===== src/design/small_register_machine_executor_core_assert.svh =====
// Assertion macros shared by the design files.
`ifndef SMALL_REGISTER_MACHINE_EXECUTOR_CORE_ASSERT_SVH
`define SMALL_REGISTER_MACHINE_EXECUTOR_CORE_ASSERT_SVH

// Implication checked at every clock edge outside reset.
`define SRM_ASSERT_IMP(label, clk, rst_n, ante, cons) \
	label: assert property (@(posedge clk) disable iff (!rst_n) (ante) |-> (cons)) \
		else $error("assertion failed");

// Implication whose consequence is checked in the next cycle.
`define SRM_ASSERT_NEXT(label, clk, rst_n, ante, cons) \
	label: assert property (@(posedge clk) disable iff (!rst_n) (ante) |=> (cons)) \
		else $error("assertion failed");

`endif


===== src/design/srme_pkg.sv =====
package srme_pkg;
	localparam int WordBits   = 32;
	localparam int MemWords   = 4096;
	localparam int MemAw      = $clog2(MemWords);
	localparam int StackDepth = 64;
	localparam int StackAw    = $clog2(StackDepth);
	localparam int NumRegs    = 9;
	localparam logic [3:0] PcReg = 4'd8;

	typedef logic [WordBits-1:0] word_t;

	localparam logic [3:0] OP_MOV  = 4'd0;
	localparam logic [3:0] OP_PMOV = 4'd1;
	localparam logic [3:0] OP_ADD  = 4'd2;
	localparam logic [3:0] OP_SUB  = 4'd3;
	localparam logic [3:0] OP_MUL  = 4'd4;
	localparam logic [3:0] OP_DIV  = 4'd5;
	localparam logic [3:0] OP_INC  = 4'd6;
	localparam logic [3:0] OP_CMP  = 4'd7;
	localparam logic [3:0] OP_JEQ  = 4'd8;
	localparam logic [3:0] OP_JLT  = 4'd9;
	localparam logic [3:0] OP_JGT  = 4'd10;
	localparam logic [3:0] OP_PUSH = 4'd11;
	localparam logic [3:0] OP_POP  = 4'd12;
	localparam logic [3:0] OP_INT  = 4'd13;

	localparam logic [1:0] MODE_REG = 2'd0;
	localparam logic [1:0] MODE_DIR = 2'd1;
	localparam logic [1:0] MODE_IND = 2'd2;
	localparam logic [1:0] MODE_IMM = 2'd3;

	localparam logic [2:0] ST_OK    = 3'd0;
	localparam logic [2:0] ST_KIND  = 3'd1;
	localparam logic [2:0] ST_DIV0  = 3'd2;
	localparam logic [2:0] ST_OVER  = 3'd3;
	localparam logic [2:0] ST_UNDER = 3'd4;

	// Operand slot the datapath resolves
	typedef enum logic [1:0] {
		SLOT_A = 2'd0,
		SLOT_B = 2'd1,
		SLOT_D = 2'd2
	} slot_t;

	typedef struct packed {
		logic  latch;      // capture instruction
		logic  mem_rd;     // issue memory read at operand address
		logic  mem_ind;    // address from previous memory data
		slot_t slot;
		logic  op_cap;     // capture read data into slot
		logic  div_start;
		logic  commit;     // perform write back and pc update
		logic  out_load;
	} dp_cmd_t;

	typedef struct packed {
		logic       div_busy;
		logic [3:0] opcode;
		logic [1:0] dest_mode;
		logic [1:0] a_mode;
		logic [1:0] b_mode;
		logic       halted;
	} dp_stat_t;

	typedef struct packed {
		logic [31:0] next_pc;
		logic        print_valid;
		logic        print_is_char;
		logic [31:0] print_value;
		logic        halted;
		logic [2:0]  status;
	} res_t;

	typedef struct packed {
		logic [3:0]  opcode;
		logic [1:0]  dest_mode;
		logic [11:0] dest_value;
		logic [1:0]  a_mode;
		logic [31:0] a_value;
		logic [1:0]  b_mode;
		logic [31:0] b_value;
	} instr_t;
endpackage


===== src/design/srme_if.sv =====
interface srme_in_if;
	logic              valid;
	logic              ready;
	srme_pkg::instr_t  payload;
	modport source (output valid, output payload, input ready);
	modport sink (input valid, input payload, output ready);
endinterface



===== src/design/srme_ctrl.sv =====
// Sequencer: resolves operands one memory access at a time, then commits.
module srme_ctrl (
	input  logic               clk,
	input  logic               arst_n,
	srme_in_if.sink            in_ch,
	input  logic               out_ready,
	output logic               out_valid,
	input  srme_pkg::dp_stat_t stat,
	output srme_pkg::dp_cmd_t  cmd
);
	typedef enum logic [9:0] {
		S_IDLE  = 10'b0000000001,
		S_SLOT  = 10'b0000000010,  // pick next operand, issue first read
		S_RD1   = 10'b0000000100,  // first read data valid
		S_RD2   = 10'b0000001000,  // indirect read data valid
		S_DIVGO = 10'b0000010000,
		S_DIVW  = 10'b0000100000,
		S_MUL   = 10'b0001000000,
		S_COMM  = 10'b0010000000,
		S_OUT   = 10'b0100000000,
		S_DADR  = 10'b1000000000   // re-read dest address for write back
	} state_t;

	state_t state_q, state_d;
	srme_pkg::slot_t slot_q, slot_d;
	logic            out_valid_q;

	function automatic logic [1:0] mode_of(input srme_pkg::slot_t s, input srme_pkg::dp_stat_t st);
		logic [1:0] m;
		case (s)
			srme_pkg::SLOT_A: m = st.a_mode;
			srme_pkg::SLOT_B: m = st.b_mode;
			default:          m = st.dest_mode;
		endcase
		return m;
	endfunction

	// Slot use per opcode: A, B, and D (read of destination for inc)
	logic use_b, use_d;
	always_comb begin
		use_b = (stat.opcode == srme_pkg::OP_PMOV) || (stat.opcode == srme_pkg::OP_CMP);
		use_d = (stat.opcode == srme_pkg::OP_INC);
	end

	logic [1:0] cur_mode;
	logic       dest_mem;
	assign cur_mode = mode_of(slot_q, stat);
	assign dest_mem = (stat.dest_mode == srme_pkg::MODE_DIR || stat.dest_mode == srme_pkg::MODE_IND)
		&& (stat.opcode == srme_pkg::OP_MOV || stat.opcode == srme_pkg::OP_INC
		|| stat.opcode == srme_pkg::OP_POP);

	always_comb begin
		state_d = state_q;
		slot_d  = slot_q;
		cmd     = '0;
		cmd.slot = slot_q;
		case (state_q)
			S_IDLE: begin
				if (in_ch.valid && !out_valid_q) begin
					cmd.latch = 1'b1;
					slot_d    = srme_pkg::SLOT_A;
					state_d   = S_SLOT;
				end
			end
			S_SLOT: begin
				if (stat.halted) begin
					state_d = S_OUT;
				end else if (slot_q == srme_pkg::SLOT_D && !use_d) begin
					state_d = dest_mem ? S_DADR : S_COMM;
					if (stat.opcode == srme_pkg::OP_DIV) state_d = S_DIVGO;
					if (stat.opcode == srme_pkg::OP_MUL) state_d = S_MUL;
					if (dest_mem) cmd.mem_rd = 1'b1;
				end else begin
					cmd.mem_rd = 1'b1;
					state_d    = S_RD1;
				end
			end
			S_RD1: begin
				if (cur_mode == srme_pkg::MODE_IND) begin
					cmd.mem_rd  = 1'b1;
					cmd.mem_ind = 1'b1;
					state_d     = S_RD2;
				end else begin
					cmd.op_cap = 1'b1;
					state_d    = S_SLOT;
					slot_d     = (slot_q == srme_pkg::SLOT_A) ?
						(use_b ? srme_pkg::SLOT_B : srme_pkg::SLOT_D) : srme_pkg::SLOT_D;
					if (slot_q == srme_pkg::SLOT_D) state_d = dest_mem ? S_DADR : S_COMM;
					if (slot_q == srme_pkg::SLOT_D && dest_mem) state_d = S_COMM;
				end
			end
			S_RD2: begin
				cmd.op_cap = 1'b1;
				slot_d     = (slot_q == srme_pkg::SLOT_A) ?
					(use_b ? srme_pkg::SLOT_B : srme_pkg::SLOT_D) : srme_pkg::SLOT_D;
				state_d    = (slot_q == srme_pkg::SLOT_D) ? S_COMM : S_SLOT;
			end
			S_DADR: begin
				// read for write address issued; indirect needs the second hop
				if (stat.dest_mode == srme_pkg::MODE_IND) begin
					cmd.slot    = srme_pkg::SLOT_D;
					cmd.mem_rd  = 1'b1;
					cmd.mem_ind = 1'b1;
				end
				state_d = S_COMM;
			end
			S_MUL:   state_d = S_COMM;
			S_DIVGO: begin
				if (stat.dest_mode == srme_pkg::MODE_REG && stat.a_mode == srme_pkg::MODE_REG
						&& stat.b_mode == srme_pkg::MODE_REG)
					cmd.div_start = 1'b1;
				state_d = S_DIVW;
			end
			S_DIVW:  if (!stat.div_busy) state_d = S_COMM;
			S_COMM: begin
				cmd.commit   = 1'b1;
				cmd.out_load = 1'b1;
				state_d      = S_IDLE;
			end
			S_OUT: begin
				cmd.out_load = 1'b1;
				state_d      = S_IDLE;
			end
			default: state_d = S_IDLE;
		endcase
	end

	// Dest slot for memory destinations uses indirect hop address from slot D
	always_ff @(posedge clk or negedge arst_n) begin
		if (!arst_n) begin
			state_q     <= S_IDLE;
			slot_q      <= srme_pkg::SLOT_A;
			out_valid_q <= 1'b0;
		end else begin
			state_q <= state_d;
			slot_q  <= slot_d;
			if (cmd.out_load) out_valid_q <= 1'b1;
			else if (out_ready) out_valid_q <= 1'b0;
		end
	end

	assign in_ch.ready = (state_q == S_IDLE) && !out_valid_q;
	assign out_valid   = out_valid_q;

	`include "small_register_machine_executor_core_assert.svh"
	`SRM_ASSERT_IMP(a_no_accept_busy, clk, arst_n, in_ch.ready, state_q == S_IDLE)
	`SRM_ASSERT_NEXT(a_commit_then_idle, clk, arst_n, cmd.commit, state_q == S_IDLE)
	`SRM_ASSERT_NEXT(a_load_gives_valid, clk, arst_n, cmd.out_load, out_valid_q)
endmodule


===== src/flat_wrapper.sv =====
// flat-port wrapper written by rule: the top's interface ports become plain ports
module srme_ctrl_flat 
  (clk, arst_n, out_ready, out_valid, stat, cmd, in_ch_valid, in_ch_payload, in_ch_ready);
  srme_in_if in_ch_i ();
  input  logic clk;
  input  logic arst_n;
  input  logic out_ready;
  output logic out_valid;
  input  srme_pkg::dp_stat_t stat;
  output srme_pkg::dp_cmd_t cmd;
  input wire logic [$bits(in_ch_i.valid)-1:0] in_ch_valid;
  input wire logic [$bits(in_ch_i.payload)-1:0] in_ch_payload;
  output wire logic [$bits(in_ch_i.ready)-1:0] in_ch_ready;
  assign in_ch_i.valid = in_ch_valid;
  assign in_ch_i.payload = in_ch_payload;
  assign in_ch_ready = in_ch_i.ready;
  srme_ctrl u_core (.clk(clk), .arst_n(arst_n), .in_ch(in_ch_i), .out_ready(out_ready), .out_valid(out_valid), .stat(stat), .cmd(cmd));
endmodule

===== config.mk =====
export PLATFORM = sky130hd
export DESIGN_NAME = srme_ctrl_flat
export DESIGN_NICKNAME = d
export VERILOG_FILES = /design/src/design/srme_pkg.sv /design/src/design/srme_if.sv /design/src/design/srme_ctrl.sv /design/src/flat_wrapper.sv
export VERILOG_INCLUDE_DIRS = /design/src /design/src/design
export SDC_FILE = /design/constraint.sdc
export NUM_CORES = 1
export LEC_CHECK = 0
export BUFFER_PORTS_ARGS = -buffer_cell sky130_fd_sc_hd__buf_2
export CAP_MARGIN = 30
export CORE_MARGIN = 3
export CORE_UTILIZATION = 36
export DETAILED_ROUTE_END_ITERATION = 16
export MAX_ROUTING_LAYER = met4
export PLACE_DENSITY = 0.9
export SYNTH_ARGS = -nofsm -noshare
export SYNTH_HDL_FRONTEND = slang
export SYNTH_SLANG_ARGS = --single-unit

===== constraint.sdc =====
create_clock -name clk -period 5.85 [get_ports clk]
set_input_delay 0.585 -clock clk [delete_from_list [all_inputs] [get_ports clk]]
set_output_delay 0.585 -clock clk [all_outputs]
set_load 0.05 [all_outputs]

==> flow_summary.json, run 1 <==
{
  "core_area_um2": 2540,
  "cp-startpoint": "u_core.state_q[3]",
  "synth_seq_cells": 13,
  "ir_worst_vdd_v": 0.000233,
  "reg2reg_depth": 5,
  "finalPower_mw": 0.372,
  "wl_met1_um": 1060,
  "hold_class": "input pin to async pin",
  "synth.distinct_cells": 42,
  "cts_resized": 0,
  "layout-drive-gt1-share": 0.264,
  "place_hpwl_um": 1810,
  "period_needed_ns": 3.11,
  "setup_viol": 0,
  "max_freq_mhz": 321,
  "r2r-end": "u_core.state_q[7]",
  "cp_max_fo": 9,
  "power_frac_clock": 0.154,
  "initial_utilization": 0.386,
  "final_nets": 249,
  "powerDensity_nw_per_um2": 321,
  "ys.warnings.count": 0,
  "top_layer_used": "met4",
  "ant_nets": 0,
  "holdBufCountCts": 0,
  "drc": 0,
  "drv_slew": 0,
  "multi_input_area_um2": 619,
  "setup_slack_ns": 2.74,
  "antenna_cells": 0,
  "gp_congestion": 0.845,
  "met3_length_um": 143,
  "tns_ns": 0,
  "p_leak_nw": 0.562,
  "drt_wl_total_um": 2230,
  "p_comb_frac": 0.510,
  "area_growth_pct": 17.8,
  "cts_sinks": 13,
  "met2_length_um": 991,
  "overflow": 0,
  "dieArea_um2": 3390,
  "synth_area_um2": 983,
  "num_vias": 950,
  "clk_pin_slew_ns": 0.09,
  "antenna_found_initial": 0,
  "finalCritPeriodShare": 0.532,
  "fill_cells": 250,
  "synth_commonest_cells": "dfrtp_1 (12), nor2_1 (11), nor3_1 (10), o21ai_0 (8)",
  "clockRootBuffer": "clkbuf_4",
  "die_x_um": 58.3,
  "first_pass_iters": 4,
  "wl_per_cell_um": 12.8,
  "seqCellArea_um2": 327,
  "hold_viol_final": 0,
  "p_int_mw": 0.200,
  "required_ns": 5.27,
  "io_buffers": 26,
  "reg2reg_slack_ns": 3.57,
  "die_y_um": 58.3,
  "clk-insertion-delay-late_ns": 0.28,
  "first_global_vias": 871,
  "p_switching_mw": 0.172,
  "yosys.area.top_type_share": 0.305,
  "via_per_inst": 5.46,
  "rsz0062_at_grt": "false",
  "groute.usage.overall": 0.145,
  "worst_pin_slew_ns": 0.503,
  "cts_buffers": 3,
  "ys_seq_area_frac": 0.332,
  "synthArstFlopShare": 1.00,
  "cp-end-kind": "output pin",
  "hold_ws_ns": 0.164,
  "synth_edf_count": 0,
  "clk_path_buf_depth": 2,
  "pre_cts_ws_ns": 3.06,
  "grt_max_degree": 14,
  "synth_most_common_cell": "dfrtp_1",
  "switching_share": 0.462,
  "seqPwrFrac": 0.336,
  "ios": 113,
  "startpoint_type": "register",
  "cap_violations": 0,
  "status": "complete, no violations",
  "syn_area_per_cell_um2": 8.48,
  "clock_skew_ns": 0.0124,
  "cp_data_arrival_time_ns": 2.53,
  "ys.flop_type": "dfrtp_1",
  "syn_inst": 116,
  "synth_nets": 220,
  "yosysTopAreaCell": "dfrtp_1",
  "r2r_start": "u_core.state_q[6]",
  "placementRows": 18,
  "grt_pass1_wl_um": 3720,
  "max_slew_margin": 0.660,
  "htreeDepth": 1,
  "critPathKind": "register to output pin",
  "drtIter0Drc": 70,
  "post_cts_buffers": 0,
  "synth.area.top_cells": "dfrtp_1 (31%), nor3_1 (5.1%), nor2_1 (4.2%), o21ai_0 (4.1%), nand2b_1 (3.8%)",
  "cts_tree": "yes"
}
==> power groups by stage <==
stage	Combinational [mW]	Clock [mW]	Sequential, mW
2_1_floorplan	0.168	0	0.115
3_3_place_gp	0.187	0	0.125
3_5_place_dp	0.189	0	0.126
4_1_cts	0.190	0.0574	0.124
5_1_grt	0.211	0.0602	0.128
6_report	0.190	0.0571	0.125
==> stage by stage <==
| stage | utilization | instances | cell area (um2) |
|---|---|---|---|
| after floorplan | - | 116 | 983 |
| after global placement | 0.445 | 170 | 1130 |
| after detailed placement | 0.445 | 170 | 1130 |
| after CTS | 0.455 | 174 | 1160 |
| after global routing | 0.455 | 174 | 1160 |
| final | 0.455 | 174 | 1160 |
==> worst max path at each step <==
stage               depth (start not counted)      to
detailed placement                          5  cmd[2]
floorplan                                   5  cmd[7]
global route                                5  cmd[2]
CTS                                         5  cmd[2]
finish                                      5  cmd[2]
global placement                            5  cmd[2]
==> state kept, by name, indices dropped and copies added (netlist names) <==
signal and cells:
u_core.state_q 10, u_core.out_valid 1, u_core.slot_q 2
==> cells in the final DEF (no fill, tap or decap), types with 2 or more instances in the layout <==
cell type	n
a21o_1	2
nand2_1	4
ha_1	2
a21oi_1	4
clkbuf_4	3
or3_1	3
nor2b_1	6
o22ai_1	2
or4_1	3
inv_1	5
xnor2_1	2
mux2_2	3
dfrtp_1	12
nand2b_1	6
buf_2	26
nor3_1	10
nor4_1	3
nand4_1	3
nand3_1	3
o21ai_0	8
nor2_1	11
xor2_1	2
==> metal layers <==
metal	vias to the layer above	global-route usage
li1	486	-
met1	430	0.195
met2	30	0.212
met3	4	0.0223
met4	0	0.0695
met5	-	-
==> layout make-up <==
class,instances,share of cell area
multi-input cells,96,0.535
inverters,5,0.0162
well taps,30,0.0324
clock buffers,4,0.0227
flip-flops and latches,13,0.282
repair buffers,26,0.112
==> worst max-delay path: stages, from the launching register on <==
cell	delay (ns)
dfrtp_1	0.46
or4_1	0.55
or3_1	0.39
nor3_1	0.31
and4_1	0.26
buf_2	0.27
==> cells by family after synthesis <==
kind of cell / share of synthesized area
buffers and inverters: 0.0382
flip-flops: 0.332
adder cells (fa/ha/maj): 0.0254
AND/OR/NAND/NOR: 0.370
multiplexers: 0.0343
XOR/XNOR: 0.0356
AO/OA/AOI/OAI: 0.164
Note: power is estimated with default switching activity, not from simulation.
==> run 2: changes to the inputs <==
Settings changed: CORE_UTILIZATION 36 to 33, PLACE_DENSITY 0.9 to 0.84.
Clock period 5.85 ns to 2.9 ns, I/O delays scaled along.
==> flow_summary.json, run 2 (synthesized netlist as in run 1, its figures left out) <==
{
  "final_cell_mix": "buf_2 (26), dfrtp_1 (12), nor2_1 (11)",
  "gp_congestion": 0.839,
  "clk-insertion-delay-late_ns": 0.28,
  "post_cts_buffers": 0,
  "cap_violations": 0,
  "die_y_um": 60.6,
  "drt_wl_total_um": 2330,
  "crit_chain": "or4_1, or3_1, nor3_2, and4_1, buf_2",
  "reg2reg_depth": 5,
  "grt_max_degree": 14,
  "path_depth": 5,
  "ios": 113,
  "first_pass_iters": 4,
  "hold_class": "input pin to register",
  "core_area_um2": 2810,
  "htreeDepth": 1,
  "hold_path_depth": 2,
  "final_nets": 250,
  "ant_nets": 0,
  "clock_skew_ns": 0.00236,
  "final_common_cell": "buf_2",
  "required_ns": 2.61,
  "cts_sinks": 13,
  "finalPower_mw": 0.760,
  "max_slew_margin": 0.646,
  "finalCritPeriodShare": 0.937,
  "area_growth_pct": 19.5,
  "multi_input_area_um2": 624,
  "drv_slew": 0,
  "initial_utilization": 0.351,
  "cts_buffers": 3,
  "drc": 0,
  "status": "complete, no violations",
  "num_vias": 986,
  "p_leak_nw": 0.570,
  "cp-end-kind": "output pin",
  "fill_cells": 299,
  "critPathTopFamily": "simple AND/OR/NAND/NOR gates",
  "grt_pass1_wl_um": 3800,
  "tns_ns": 0,
  "largest_register_ffs": 10,
  "seqCellArea_um2": 327,
  "via_per_inst": 5.60,
  "crit_buf_inv": 1,
  "worst_pin_slew_ns": 0.523,
  "stdcell_count": 176,
  "drtIter0Drc": 20,
  "critPathMaxStageDelay_ns": 0.56,
  "startpoint_type": "register",
  "ir_worst_vdd_v": 0.000267,
  "clk_path_buf_depth": 2,
  "clk_pin_slew_ns": 0.08,
  "placed_cells": 171,
  "cpMaxStageDelayCell": "or4_1",
  "groute.usage.overall": 0.143,
  "dieArea_um2": 3670,
  "max_freq_mhz": 368,
  "wl_per_cell_um": 13.3,
  "cts_tree": "yes",
  "hold_ws_ns": 0.190,
  "clockRootBuffer": "clkbuf_4",
  "critPathKind": "register to output pin",
  "antenna_cells": 0,
  "placementRows": 19,
  "powerDensity_nw_per_um2": 647,
  "cp_data_arrival_time_ns": 2.43,
  "place_hpwl_um": 1860,
  "first_global_vias": 865,
  "rsz0062_at_grt": "false",
  "largest-register": "u_core.state_q",
  "period_needed_ns": 2.72,
  "die_x_um": 60.6,
  "cp_max_fo": 9,
  "io_buffers": 26,
  "setup_viol": 0,
  "overflow": 0,
  "hold_viol_final": 0,
  "layout-drive-gt1-share": 0.269,
  "antenna_found_initial": 0
}
[run 2: cell count changes in the layout (fill, tap and decap cells not counted), sizes merged]
| cell | change |
|---|---|
| dlygate4sd3 | +1 |
[run 2: through the flow]
stage	area, um2	util	worst slack (ns)
after floorplan	983	-	0.212
after global placement	1130	0.404	0.421
after detailed placement	1130	0.404	0.395
after CTS	1170	0.417	0.0699
after global routing	1170	0.419	0.0582
final	1170	0.419	0.183
[run 2: area by class of cell]
class | instances | share of cell area
flip-flops and latches | 13 | 0.278
well taps | 31 | 0.0330
repair buffers | 27 | 0.119
inverters | 5 | 0.0160
clock buffers | 4 | 0.0224
multi-input cells | 96 | 0.531
[run 2: where the power goes]
| group | total [mW] | switching [mW] | internal [mW] |
|---|---|---|---|
| logic | 0.390 | 0.248 | 0.142 |
| clock network | 0.117 | 0.0637 | 0.0535 |
| registers | 0.254 | 0.0435 | 0.210 |
| total | 0.760 | 0.355 | 0.406 |
[run 2: layer usage]
metal,share of wire,global-route usage,wire [um]
met2,0.47,0.223,1090
met1,0.45,0.177,1060
met5,0,-,0
met4,0.020,0.0619,46
met3,0.057,0.0319,134
[run 2: what timing repair did]
item,CTS,global route
hold endpoints to repair,12,0
resized for setup,0,1
endpoints found under the setup margin,0,1
hold buffers,1,0
[run 2: worst paths after layout]
kind	slack, ns	startpoint	to
setup / recovery	0.18	u_core.state_q[3]	cmd[2]
hold / removal	0.19	out_ready	u_core.out_valid
setup reg to reg	0.61	u_core.state_q[6]	u_core.state_q[7]
hold reg to reg	0.58	u_core.out_valid	u_core.out_valid
max in group asynchronous	2.20	arst_n	u_core.state_q[0]
min in group asynchronous	0.41	arst_n	u_core.slot_q[1]
==> run 3: changes to the inputs <==
Settings changed: CORE_ASPECT_RATIO from default to 1.5, SKIP_CTS_REPAIR_TIMING from default to 1.
==> flow_summary.json, run 3 (synthesized netlist as in run 1, its figures left out) <==
{
  "cts_sinks": 13,
  "drt_wl_total_um": 2330,
  "powerDensity_nw_per_um2": 677,
  "seqPwrFrac": 0.310,
  "largest-register": "u_core.state_q",
  "rsz0062_at_grt": "false",
  "num_vias": 967,
  "groute.usage.overall": 0.145,
  "final_common_cell": "buf_2",
  "grt_pass1_wl_um": 4050,
  "largest_register_ffs": 10,
  "gp_congestion": 0.810,
  "place_hpwl_um": 1800,
  "p_int_mw": 0.456,
  "drtIter0Drc": 44,
  "setup_viol": 0,
  "ir_worst_vdd_v": 0.000256,
  "finalCritPeriodShare": 0.917,
  "clk_pin_slew_ns": 0.06,
  "wl_per_cell_um": 12.7,
  "setup_slack_ns": 0.240,
  "cts_buffers": 3,
  "drv_slew": 0,
  "htreeDepth": 1,
  "critPathMaxStageDelay_ns": 0.56,
  "die_y_um": 72.9,
  "p_switching_mw": 0.359,
  "grt_max_degree": 14,
  "cp_data_arrival_time_ns": 2.37,
  "overflow": 0,
  "ant_nets": 0,
  "drc": 0,
  "p_leak_nw": 0.582,
  "crit_chain": "or4_1, or3_1, nor3_1, and4_1, buf_2",
  "cts_tree": "yes",
  "cp_max_fo": 7,
  "clock_skew_ns": 0.00199,
  "antenna_cells": 0,
  "via_per_inst": 5.28,
  "status": "complete, no violations",
  "p_comb_frac": 0.487,
  "first_global_vias": 968,
  "switching_share": 0.440,
  "core_area_um2": 2760,
  "placementRows": 23,
  "crit_buf_inv": 1,
  "final_nets": 251,
  "worst_pin_slew_ns": 0.534,
  "die_x_um": 50.6,
  "cpMaxStageDelayCell": "or4_1",
  "area_growth_pct": 22.5,
  "antenna_found_initial": 0,
  "max_freq_mhz": 376,
  "tns_ns": 0,
  "max_slew_margin": 0.639,
  "pre_cts_ws_ns": 0.553,
  "clockRootBuffer": "clkbuf_8",
  "hold_viol_final": 0,
  "clk-insertion-delay-late_ns": 0.25,
  "clk_path_buf_depth": 2,
  "power_frac_clock": 0.203,
  "cp-end-kind": "output pin",
  "first_pass_iters": 4,
  "ios": 113,
  "startpoint_type": "register",
  "critPathKind": "register to output pin",
  "required_ns": 2.61,
  "period_needed_ns": 2.66,
  "hold_class": "input pin to register",
  "initial_utilization": 0.356,
  "final_cell_mix": "buf_2 (26), dfrtp_1 (12), nor2_1 (11)",
  "io_buffers": 26,
  "cap_violations": 0,
  "layout-drive-gt1-share": 0.274,
  "dieArea_um2": 3680,
  "critPathTopFamily": "simple AND/OR/NAND/NOR gates"
}
run 3: worst paths after layout:
kind                                   startpoint                end  slack, ns  depth (start not counted)
worst max-delay path            u_core.state_q[2]             cmd[2]       0.24                          5
worst min-delay path                    out_ready   u_core.out_valid       0.22                          2
worst max register to register  u_core.state_q[6]  u_core.state_q[7]       0.66                          5
worst min register to register   u_core.out_valid   u_core.out_valid       0.57                          2
max in group asynchronous                  arst_n  u_core.state_q[0]       2.16                          2
min in group asynchronous                  arst_n  u_core.state_q[2]       0.46                          2
run 3: area by class of cell:
class	instances	area [um2]
Clock inverter	1	5.00
Inverter	5	18.8
Timing Repair Buffer	28	148
Clock buffer	3	41.3
Multi-Input combinational cell	96	619
Fill cell	304	1560
Tap cell	37	46.3
Sequential cell	13	327
run 3: per-layer routing:
| layer | vias to the layer above | global-route usage | wire, um |
|---|---|---|---|
| met5 | - | - | 0 |
| met4 | 0 | 0.0808 | 51 |
| met3 | 5 | 0.0286 | 132 |
| met2 | 31 | 0.237 | 1150 |
| met1 | 441 | 0.165 | 989 |
| li1 | 490 | - | - |
run 3: stage by stage:
step / hold slack, ns / utilization / cell area [um2] / std cells / total power [mW]
global route: 0.228 / 0.436 / 1200 / 183 / 0.873
CTS: -0.0688 / 0.433 / 1190 / 182 / 0.818
detailed placement: 0.199 / 0.416 / 1150 / 178 / 0.650
floorplan: -0.00559 / - / 983 / 116 / 0.571
finish: 0.223 / 0.436 / 1200 / 183 / 0.816
global placement: 0.196 / 0.416 / 1150 / 178 / 0.647
run 3: power groups by stage:
stage               clock network [mW]  registers, mW  logic (mW)
floorplan                            0          0.233       0.338
global placement                     0          0.255       0.392
detailed placement                   0          0.255       0.395
CTS                              0.169          0.252       0.397
global route                     0.177          0.261       0.436
finish                           0.165          0.253       0.397
